[config.mk]
export PLATFORM = sky130hd
export DESIGN_NAME = sign_matrix_channel_estimate_unit
export DESIGN_NICKNAME = d
export VERILOG_FILES = /design/src/design/smce_pkg.sv /design/src/design/smce_accum.sv /design/src/design/smce_drain.sv /design/src/design/sign_matrix_channel_estimate_unit.sv
export SDC_FILE = /design/constraint.sdc
export NUM_CORES = 2
export LEC_CHECK = 0
export CORE_ASPECT_RATIO = 1.75
export CORE_UTILIZATION = 52
export CTS_BUF_LIST = sky130_fd_sc_hd__clkbuf_8
export CTS_CLUSTER_DIAMETER = 150
export DETAILED_ROUTE_END_ITERATION = 16
export DONT_BUFFER_PORTS = 1
export PLACE_DENSITY = 0.67
export RECOVER_POWER = 100
export SLEW_MARGIN = 20
export SYNTH_ARGS = -nofsm -noshare
export SYNTH_HDL_FRONTEND = slang
export SYNTH_SLANG_ARGS = --single-unit
export TNS_END_PERCENT = 50
[constraint.sdc]
create_clock -name aclk -period 42.4 [get_ports aclk]
set_input_delay 2.12 -clock aclk [delete_from_list [all_inputs] [get_ports aclk]]
set_output_delay 2.12 -clock aclk [all_outputs]
set_load 0.02 [all_outputs]
[src/design/smce_pkg.sv]
`default_nettype none

package smce_pkg;

    localparam int NSAMP      = 8;
    localparam int IDX_W      = 3;
    localparam int ACC_W      = 18;
    localparam int SHIFT_BITS = 3;
    localparam int EST_W      = 16;
    localparam int OUT_WIDTH  = 16;

    localparam longint OUT_MAX = (64'sd1 <<< (OUT_WIDTH - 1)) - 64'sd1;
    localparam longint OUT_MIN = -OUT_MAX - 64'sd1;

    typedef logic signed [ACC_W-1:0] acc_t;
    typedef logic signed [EST_W-1:0] est_t;
    typedef logic [IDX_W-1:0]        idx_t;
    typedef logic [NSAMP-1:0]        sign_row_t;

    // bit k of row j set: sample k is added into sum j, else subtracted
    localparam sign_row_t SIGN_MAT [NSAMP] = '{
        8'b00101101,
        8'b01001011,
        8'b10000111,
        8'b00011110,
        8'b11011101,
        8'b10111011,
        8'b01110111,
        8'b11101110
    };

    localparam idx_t LAST_IDX = idx_t'(NSAMP - 1);

    // handoff from the accumulator bank to the output stage
    typedef struct packed {
        logic load;
        logic keep;
    } blk_ctl_t;

    // saturating add or subtract on the accumulator width
    function automatic acc_t acc_step(input acc_t acc, input acc_t x, input logic add);
        logic signed [ACC_W:0] sum;
        acc_t                  res;
        if (add) begin
            sum = {acc[ACC_W-1], acc} + {x[ACC_W-1], x};
        end else begin
            sum = {acc[ACC_W-1], acc} - {x[ACC_W-1], x};
        end
        if (sum[ACC_W] != sum[ACC_W-1]) begin
            res = sum[ACC_W] ? {1'b1, {(ACC_W-1){1'b0}}} : {1'b0, {(ACC_W-1){1'b1}}};
        end else begin
            res = sum[ACC_W-1:0];
        end
        return res;
    endfunction

    // optional negate (no clamp, one extra bit), floor shift, clamp, cut to field width
    function automatic est_t finish(input acc_t sum, input logic keep);
        logic signed [ACC_W:0]            v;
        logic signed [ACC_W-SHIFT_BITS:0] sh;
        longint                           sv;
        v  = keep ? {sum[ACC_W-1], sum} : -{sum[ACC_W-1], sum};
        sh = v[ACC_W:SHIFT_BITS];
        sv = longint'(sh);
        if (sv > OUT_MAX) begin
            sv = OUT_MAX;
        end else if (sv < OUT_MIN) begin
            sv = OUT_MIN;
        end
        return sv[EST_W-1:0];
    endfunction

endpackage

`default_nettype wire

[src/design/smce_accum.sv]
`default_nettype none

module smce_accum (
    input  wire logic                 aclk,
    input  wire logic                 aresetn,
    input  wire logic                 s_tvalid,
    output logic                      s_tready,
    input  wire smce_pkg::acc_t       x_re,
    input  wire smce_pkg::acc_t       x_im,
    input  wire logic                 keep,
    input  wire logic                 drain_busy,
    output smce_pkg::blk_ctl_t        ctl,
    output smce_pkg::acc_t            sum_re [smce_pkg::NSAMP],
    output smce_pkg::acc_t            sum_im [smce_pkg::NSAMP]
);
    import smce_pkg::*;

    acc_t acc_re_reg  [NSAMP];
    acc_t acc_im_reg  [NSAMP];
    acc_t acc_re_next [NSAMP];
    acc_t acc_im_next [NSAMP];
    idx_t count_reg;
    logic accept;
    logic last_slot;

    assign last_slot = (count_reg == LAST_IDX);
    // the closing sample waits until the output stage has room for a block
    assign s_tready  = !(last_slot && drain_busy);
    assign accept    = s_tvalid && s_tready;

    always_comb begin
        for (int j = 0; j < NSAMP; j++) begin
            acc_re_next[j] = acc_step(acc_re_reg[j], x_re, SIGN_MAT[j][count_reg]);
            acc_im_next[j] = acc_step(acc_im_reg[j], x_im, SIGN_MAT[j][count_reg]);
            sum_re[j]      = acc_re_next[j];
            sum_im[j]      = acc_im_next[j];
        end
        ctl.load = accept && last_slot;
        ctl.keep = keep;
    end

    always_ff @(posedge aclk) begin
        if (!aresetn) begin
            count_reg <= '0;
            for (int j = 0; j < NSAMP; j++) begin
                acc_re_reg[j] <= '0;
                acc_im_reg[j] <= '0;
            end
        end else if (accept) begin
            count_reg <= count_reg + idx_t'(1);
            for (int j = 0; j < NSAMP; j++) begin
                acc_re_reg[j] <= last_slot ? '0 : acc_re_next[j];
                acc_im_reg[j] <= last_slot ? '0 : acc_im_next[j];
            end
        end
    end

endmodule

`default_nettype wire

[src/design/smce_drain.sv]
`default_nettype none

module smce_drain (
    input  wire logic                 aclk,
    input  wire logic                 aresetn,
    input  wire smce_pkg::blk_ctl_t   ctl,
    input  wire smce_pkg::acc_t       sum_re [smce_pkg::NSAMP],
    input  wire smce_pkg::acc_t       sum_im [smce_pkg::NSAMP],
    output logic                      busy,
    output logic                      m_tvalid,
    input  wire logic                 m_tready,
    output smce_pkg::est_t            est_re,
    output smce_pkg::est_t            est_im,
    output smce_pkg::idx_t            est_index,
    output logic                      est_last
);
    import smce_pkg::*;

    acc_t hold_re_reg [NSAMP];
    acc_t hold_im_reg [NSAMP];
    logic keep_reg;
    logic busy_reg;
    idx_t idx_reg;
    logic m_tvalid_reg;
    est_t est_re_reg;
    est_t est_im_reg;
    idx_t est_index_reg;
    logic est_last_reg;
    logic load_out;

    assign load_out = busy_reg && (!m_tvalid_reg || m_tready);

    always_ff @(posedge aclk) begin
        if (ctl.load) begin
            for (int j = 0; j < NSAMP; j++) begin
                hold_re_reg[j] <= sum_re[j];
                hold_im_reg[j] <= sum_im[j];
            end
            keep_reg <= ctl.keep;
        end
        if (load_out) begin
            est_re_reg    <= finish(hold_re_reg[idx_reg], keep_reg);
            est_im_reg    <= finish(hold_im_reg[idx_reg], keep_reg);
            est_index_reg <= idx_reg;
            est_last_reg  <= (idx_reg == LAST_IDX);
        end
    end

    always_ff @(posedge aclk) begin
        if (!aresetn) begin
            busy_reg     <= 1'b0;
            idx_reg      <= '0;
            m_tvalid_reg <= 1'b0;
        end else begin
            if (load_out) begin
                m_tvalid_reg <= 1'b1;
                idx_reg      <= idx_reg + idx_t'(1);
                if (idx_reg == LAST_IDX) begin
                    busy_reg <= 1'b0;
                end
            end else if (m_tready) begin
                m_tvalid_reg <= 1'b0;
            end
            if (ctl.load) begin
                busy_reg <= 1'b1;
                idx_reg  <= '0;
            end
        end
    end

    assign busy      = busy_reg;
    assign m_tvalid  = m_tvalid_reg;
    assign est_re    = est_re_reg;
    assign est_im    = est_im_reg;
    assign est_index = est_index_reg;
    assign est_last  = est_last_reg;

    a_no_load_while_busy: assert property (@(posedge aclk) disable iff (!aresetn)
        ctl.load |-> !busy_reg)
        else $error("block handed over while previous block still draining");

    a_load_starts_drain: assert property (@(posedge aclk) disable iff (!aresetn)
        ctl.load |=> busy_reg && (idx_reg == '0))
        else $error("drain did not start at estimate zero");

    a_last_ends_drain: assert property (@(posedge aclk) disable iff (!aresetn)
        load_out && (idx_reg == LAST_IDX) && !ctl.load |=> !busy_reg && m_tvalid_reg && est_last_reg)
        else $error("drain did not close on the last estimate");

    a_busy_only_drains: assert property (@(posedge aclk) disable iff (!aresetn)
        !busy_reg && !ctl.load |=> $stable(idx_reg))
        else $error("estimate index moved while idle");

endmodule

`default_nettype wire

[src/design/sign_matrix_channel_estimate_unit.sv]
// Sign-matrix channel estimator.
// Input stream: one complex pre-estimate per word; eight words make a block.
// Each word updates all eight saturating accumulators in the cycle it is
// accepted, so samples are taken at one word per clock while s_tready is high.
// The flag on the eighth word of a block (s_tuser, 1 = keep sign, 0 = negate)
// selects the sign of the block's results.
// After the eighth word the sums move to a holding bank and the accumulators
// restart from zero; the bank then emits eight result words, index 0 to 7,
// m_tlast on index 7, one per cycle from a registered output while m_tready is high.
// Result path: the sums are registered into the holding bank when the eighth
// word is accepted, and each result word is then registered at the output.
// Throughput: one input word per cycle inside a block. The eighth word of a
// block is held off (s_tready low) while the previous block is still draining;
// at full input rate this holds off the eighth word of every block.
// A stalled receiver eventually stalls the input; nothing is dropped.
// Reset (aresetn low, synchronous) clears the accumulators, the sample
// position and any block waiting to drain.
`default_nettype none

module sign_matrix_channel_estimate_unit (
    input  wire logic        aclk,
    input  wire logic        aresetn,
    input  wire logic        s_tvalid,
    output logic             s_tready,
    input  wire logic [39:0] s_tdata,   // sample_re[17:0], sample_im[35:18], zero pad
    input  wire logic [0:0]  s_tuser,   // lts_first[0]
    output logic             m_tvalid,
    input  wire logic        m_tready,
    output logic [31:0]      m_tdata,   // est_re[15:0], est_im[31:16]
    output logic [2:0]       m_tuser,   // est_index[2:0]
    output logic             m_tlast    // est_last
);
    import smce_pkg::*;

    blk_ctl_t ctl;
    acc_t     sum_re [NSAMP];
    acc_t     sum_im [NSAMP];
    logic     drain_busy;
    est_t     est_re;
    est_t     est_im;
    idx_t     est_index;
    logic     est_last;

    smce_accum u_accum (
        .aclk       (aclk),
        .aresetn    (aresetn),
        .s_tvalid   (s_tvalid),
        .s_tready   (s_tready),
        .x_re       (s_tdata[17:0]),
        .x_im       (s_tdata[35:18]),
        .keep       (s_tuser[0]),
        .drain_busy (drain_busy),
        .ctl        (ctl),
        .sum_re     (sum_re),
        .sum_im     (sum_im)
    );

    smce_drain u_drain (
        .aclk      (aclk),
        .aresetn   (aresetn),
        .ctl       (ctl),
        .sum_re    (sum_re),
        .sum_im    (sum_im),
        .busy      (drain_busy),
        .m_tvalid  (m_tvalid),
        .m_tready  (m_tready),
        .est_re    (est_re),
        .est_im    (est_im),
        .est_index (est_index),
        .est_last  (est_last)
    );

    assign m_tdata = {est_im, est_re};
    assign m_tuser = est_index;
    assign m_tlast = est_last;

endmodule

`default_nettype wire
==> flow_summary.yaml <==
finish:
  fin_util_pct: 56.1
  area_growth_pct: 6.56
  drive_above_1_share_pct: 7.23
  fin_cells: 5329
  finalNetCount: 4547
  nFillCells: 7287
  ff_latch_area_mm2: 0.0188
  final_cell_mix: "613 x edfxtp_1, 485 x nor2_1, 352 x a21oi_1"
  multi_input_area_mm2: 0.0236
  design_area_mm2: 0.0466
  final_common_cell: "edfxtp_1"
yosys:
  synth_cell_types: 84
  synth_edf_count: 613
  syn_area_mm2: 0.0438
  ys_ff_latch: 632
  synth_seq_area_share_pct: 42.9
  ys_warn_count: 0
  synth_nets: 4564
  ys_async_sr_fraction_pct: 0
  syn_inst: 4193
  synth_ff_type: "edfxtp_1"
  avgSynthCellArea_um2: 10.4
global_routing:
  antenna_found_initial: 5
  overflow: 0
  grt_pass1_vias: 33325
  grt_usage_pct: 33.4
  grt_start_max_net_pins: 169
  grt_pass1_wl_mm: 208
worst_setup_path:
  r2r_cells: 8
  timing.rr.start: "u_accum.count_reg[0]$_SDFFE_PN0P_"
  r2r_slack_ps: 26900
  arrival_ps: 15770
  start_kind: "primary input"
  r2r-end: "u_accum.acc_im_reg[0][41]$_SDFFCE_PP0P_"
  crit_path_end_kind: "register"
  crit_end: "u_accum.acc_im_reg[0][41]$_SDFFCE_PP0P_"
  cp_max_fo: 152
  startpoint: "s_tvalid"
  worst_ep_required_time_ps: 42460
  path_class: "in2reg"
sta:
  period_share_pct: 37.1
  fin_crit_ps: 15710
  slew_violations: 759
  hold_ws_ps: 464
  max_freq_mhz: 63.6
  worst_slew_pin_slew_ps: 9980
  relSlewSlack_pct: -566
  finalSetupTns_ps: 0
  rsz0062_at_grt: "no"
  finalSetupViolations: 0
  finalHoldViolations: 0
  finClkSkew_ps: 45.0
cts:
  cts_hold_buffers: 0
  clk_latency_ps: 800
  cts-root-buf: "clkbuf_8"
  tritoncts: "done"
  post_cts_resized: 0
  h-tree-depth: 3
  cts_buffer_depth: 3
  cts_setup_buffers: 0
  clk_pin_slew_ps: 60
  numCtsBuffers: 99
  cts_sinks: 632
drt:
  viasPerCell: 6.30
  wl_per_cell_um: 26.9
  postRouteAntennaNets: 0
  drt_pass1_iterations: 6
  totalWireLength_mm: 143
  drtIter0Drc: 2713
  drc: 0
  num_vias: 33577
placement:
  gp_congestion: 0.972
  numPortBuffers: 0
  place_area_mm2: 0.0450
  hpwl_mm: 102
  placed_cells: 5140
floorplanning:
  die_area_mm2: 0.0854
  core_mm2: 0.0832
  rows: 140
  initial_core_util_pct: 52.6
  ios: 83
  die_w_um: 221
  chipHeight_um: 386
outcome:
  outcome: "finished, violations left"
  violations: "capacitance limit, slew limit"
pwr:
  p_leak_uw: 0.0188
  power_density_mw_per_mm2: 69.1
  vdd_drop_max_mv: 0.0366
job:
  maxCapViolCount: 15
worst_hold_path:
  hp-class: "reg2reg"
## how the worst min path moves through the flow
stage                                         start                        endpoint  depth (start not counted)
floorplan           u_drain.idx_reg[1]$_SDFFE_PP0P_  u_drain.est_index[1]$_DFFE_PP_                          0
global placement    u_drain.idx_reg[1]$_SDFFE_PP0P_  u_drain.est_index[1]$_DFFE_PP_                          0
detailed placement  u_drain.idx_reg[1]$_SDFFE_PP0P_  u_drain.est_index[1]$_DFFE_PP_                          0
CTS                 u_drain.idx_reg[1]$_SDFFE_PP0P_  u_drain.est_index[1]$_DFFE_PP_                          0
global route        u_drain.idx_reg[1]$_SDFFE_PP0P_  u_drain.est_index[1]$_DFFE_PP_                          0
finish              u_drain.idx_reg[1]$_SDFFE_PP0P_  u_drain.est_index[1]$_DFFE_PP_                          0
## layer usage
layer	global-route usage, %	vias up	share of wire (%)
li1	-	15415	-
met3	6.04	529	6.7
met1	32.8	16204	33
met2	58.5	1425	49
met4	33.7	4	12
met5	0	-	0.019
## worst max-delay path: stages
cell	delay, ps
nand2_1	120
nand2_1	1410
clkbuf_1	2180
clkbuf_1	2470
clkbuf_1	7090
## synthesized netlist by cell type, types with 8 or more instances
master	n	area, µm²
edfxtp_1	613	18400
nor2_1	486	1820
a21oi_1	352	1760
xor2_1	339	2970
ha_1	310	3880
o21ai_0	268	1340
xnor2_1	192	1680
nand2_1	174	653
a21o_1	146	1100
and2_1	117	732
clkbuf_1	114	428
inv_1	109	409
maj3_1	84	841
mux4_2	63	1420
nor3_1	61	305
nand3_1	56	280
buf_2	54	270
o21bai_1	50	375
a211oi_1	43	323
a31oi_1	43	269
o21a_1	43	323
and3_1	38	238
o31ai_1	32	240
nand2b_1	31	194
mux2i_1	30	300
mux2_2	24	270
buf_1	20	75.1
dfxtp_1	19	380
o22ai_1	19	119
nor2b_1	18	113
nor4_1	17	106
fa_1	16	320
nand4_1	15	93.8
o211ai_1	14	105
a2111oi_0	11	96.3
a311oi_1	10	87.6
buf_4	9	67.6
o41ai_1	9	78.8
or3_1	9	56.3
a221oi_1	8	70.1
o211a_1	8	80.1
or2_2	8	50.1
## where the power goes
| part | total (µW) | switching [µW] | internal (µW) |
|---|---|---|---|
| clock | 537 | 268 | 268 |
| combinational | 1730 | 1090 | 635 |
| sequential | 961 | 39.2 | 922 |
## final cells by class
class	instances	share of cell area (%)
Antenna cell	3	0.0161
Timing Repair Buffer	82	1.06
Clock buffer	102	3.01
Multi-Input combinational cell	3252	50.7
Sequential cell	632	40.3
Tap cell	1065	2.86
Clock inverter	84	1.20
Inverter	109	0.877
## per-stage QoR
stage	setup WS [ps]	total power [µW]
2_1_floorplan	27290	2230
3_3_place_gp	33720	2650
3_5_place_dp	33580	2670
4_1_cts	34420	3220
5_1_grt	25930	3410
6_report	26690	3220
## logic make-up (layout without fill, tap and decap cells)
kind of cell / Yosys count / count (layout) / share of synthesized area, %
buf+inv: 309 / 377 / 2.90
compound gates: 1117 / 1117 / 15.8
other cells: 0 / 3 / 0
mux: 117 / 117 / 4.55
fa+ha+maj: 410 / 410 / 11.5
xor+xnor: 532 / 532 / 10.7
simple gates: 1076 / 1076 / 11.7
flops: 632 / 632 / 42.9
(Power assumes the default switching activity.)
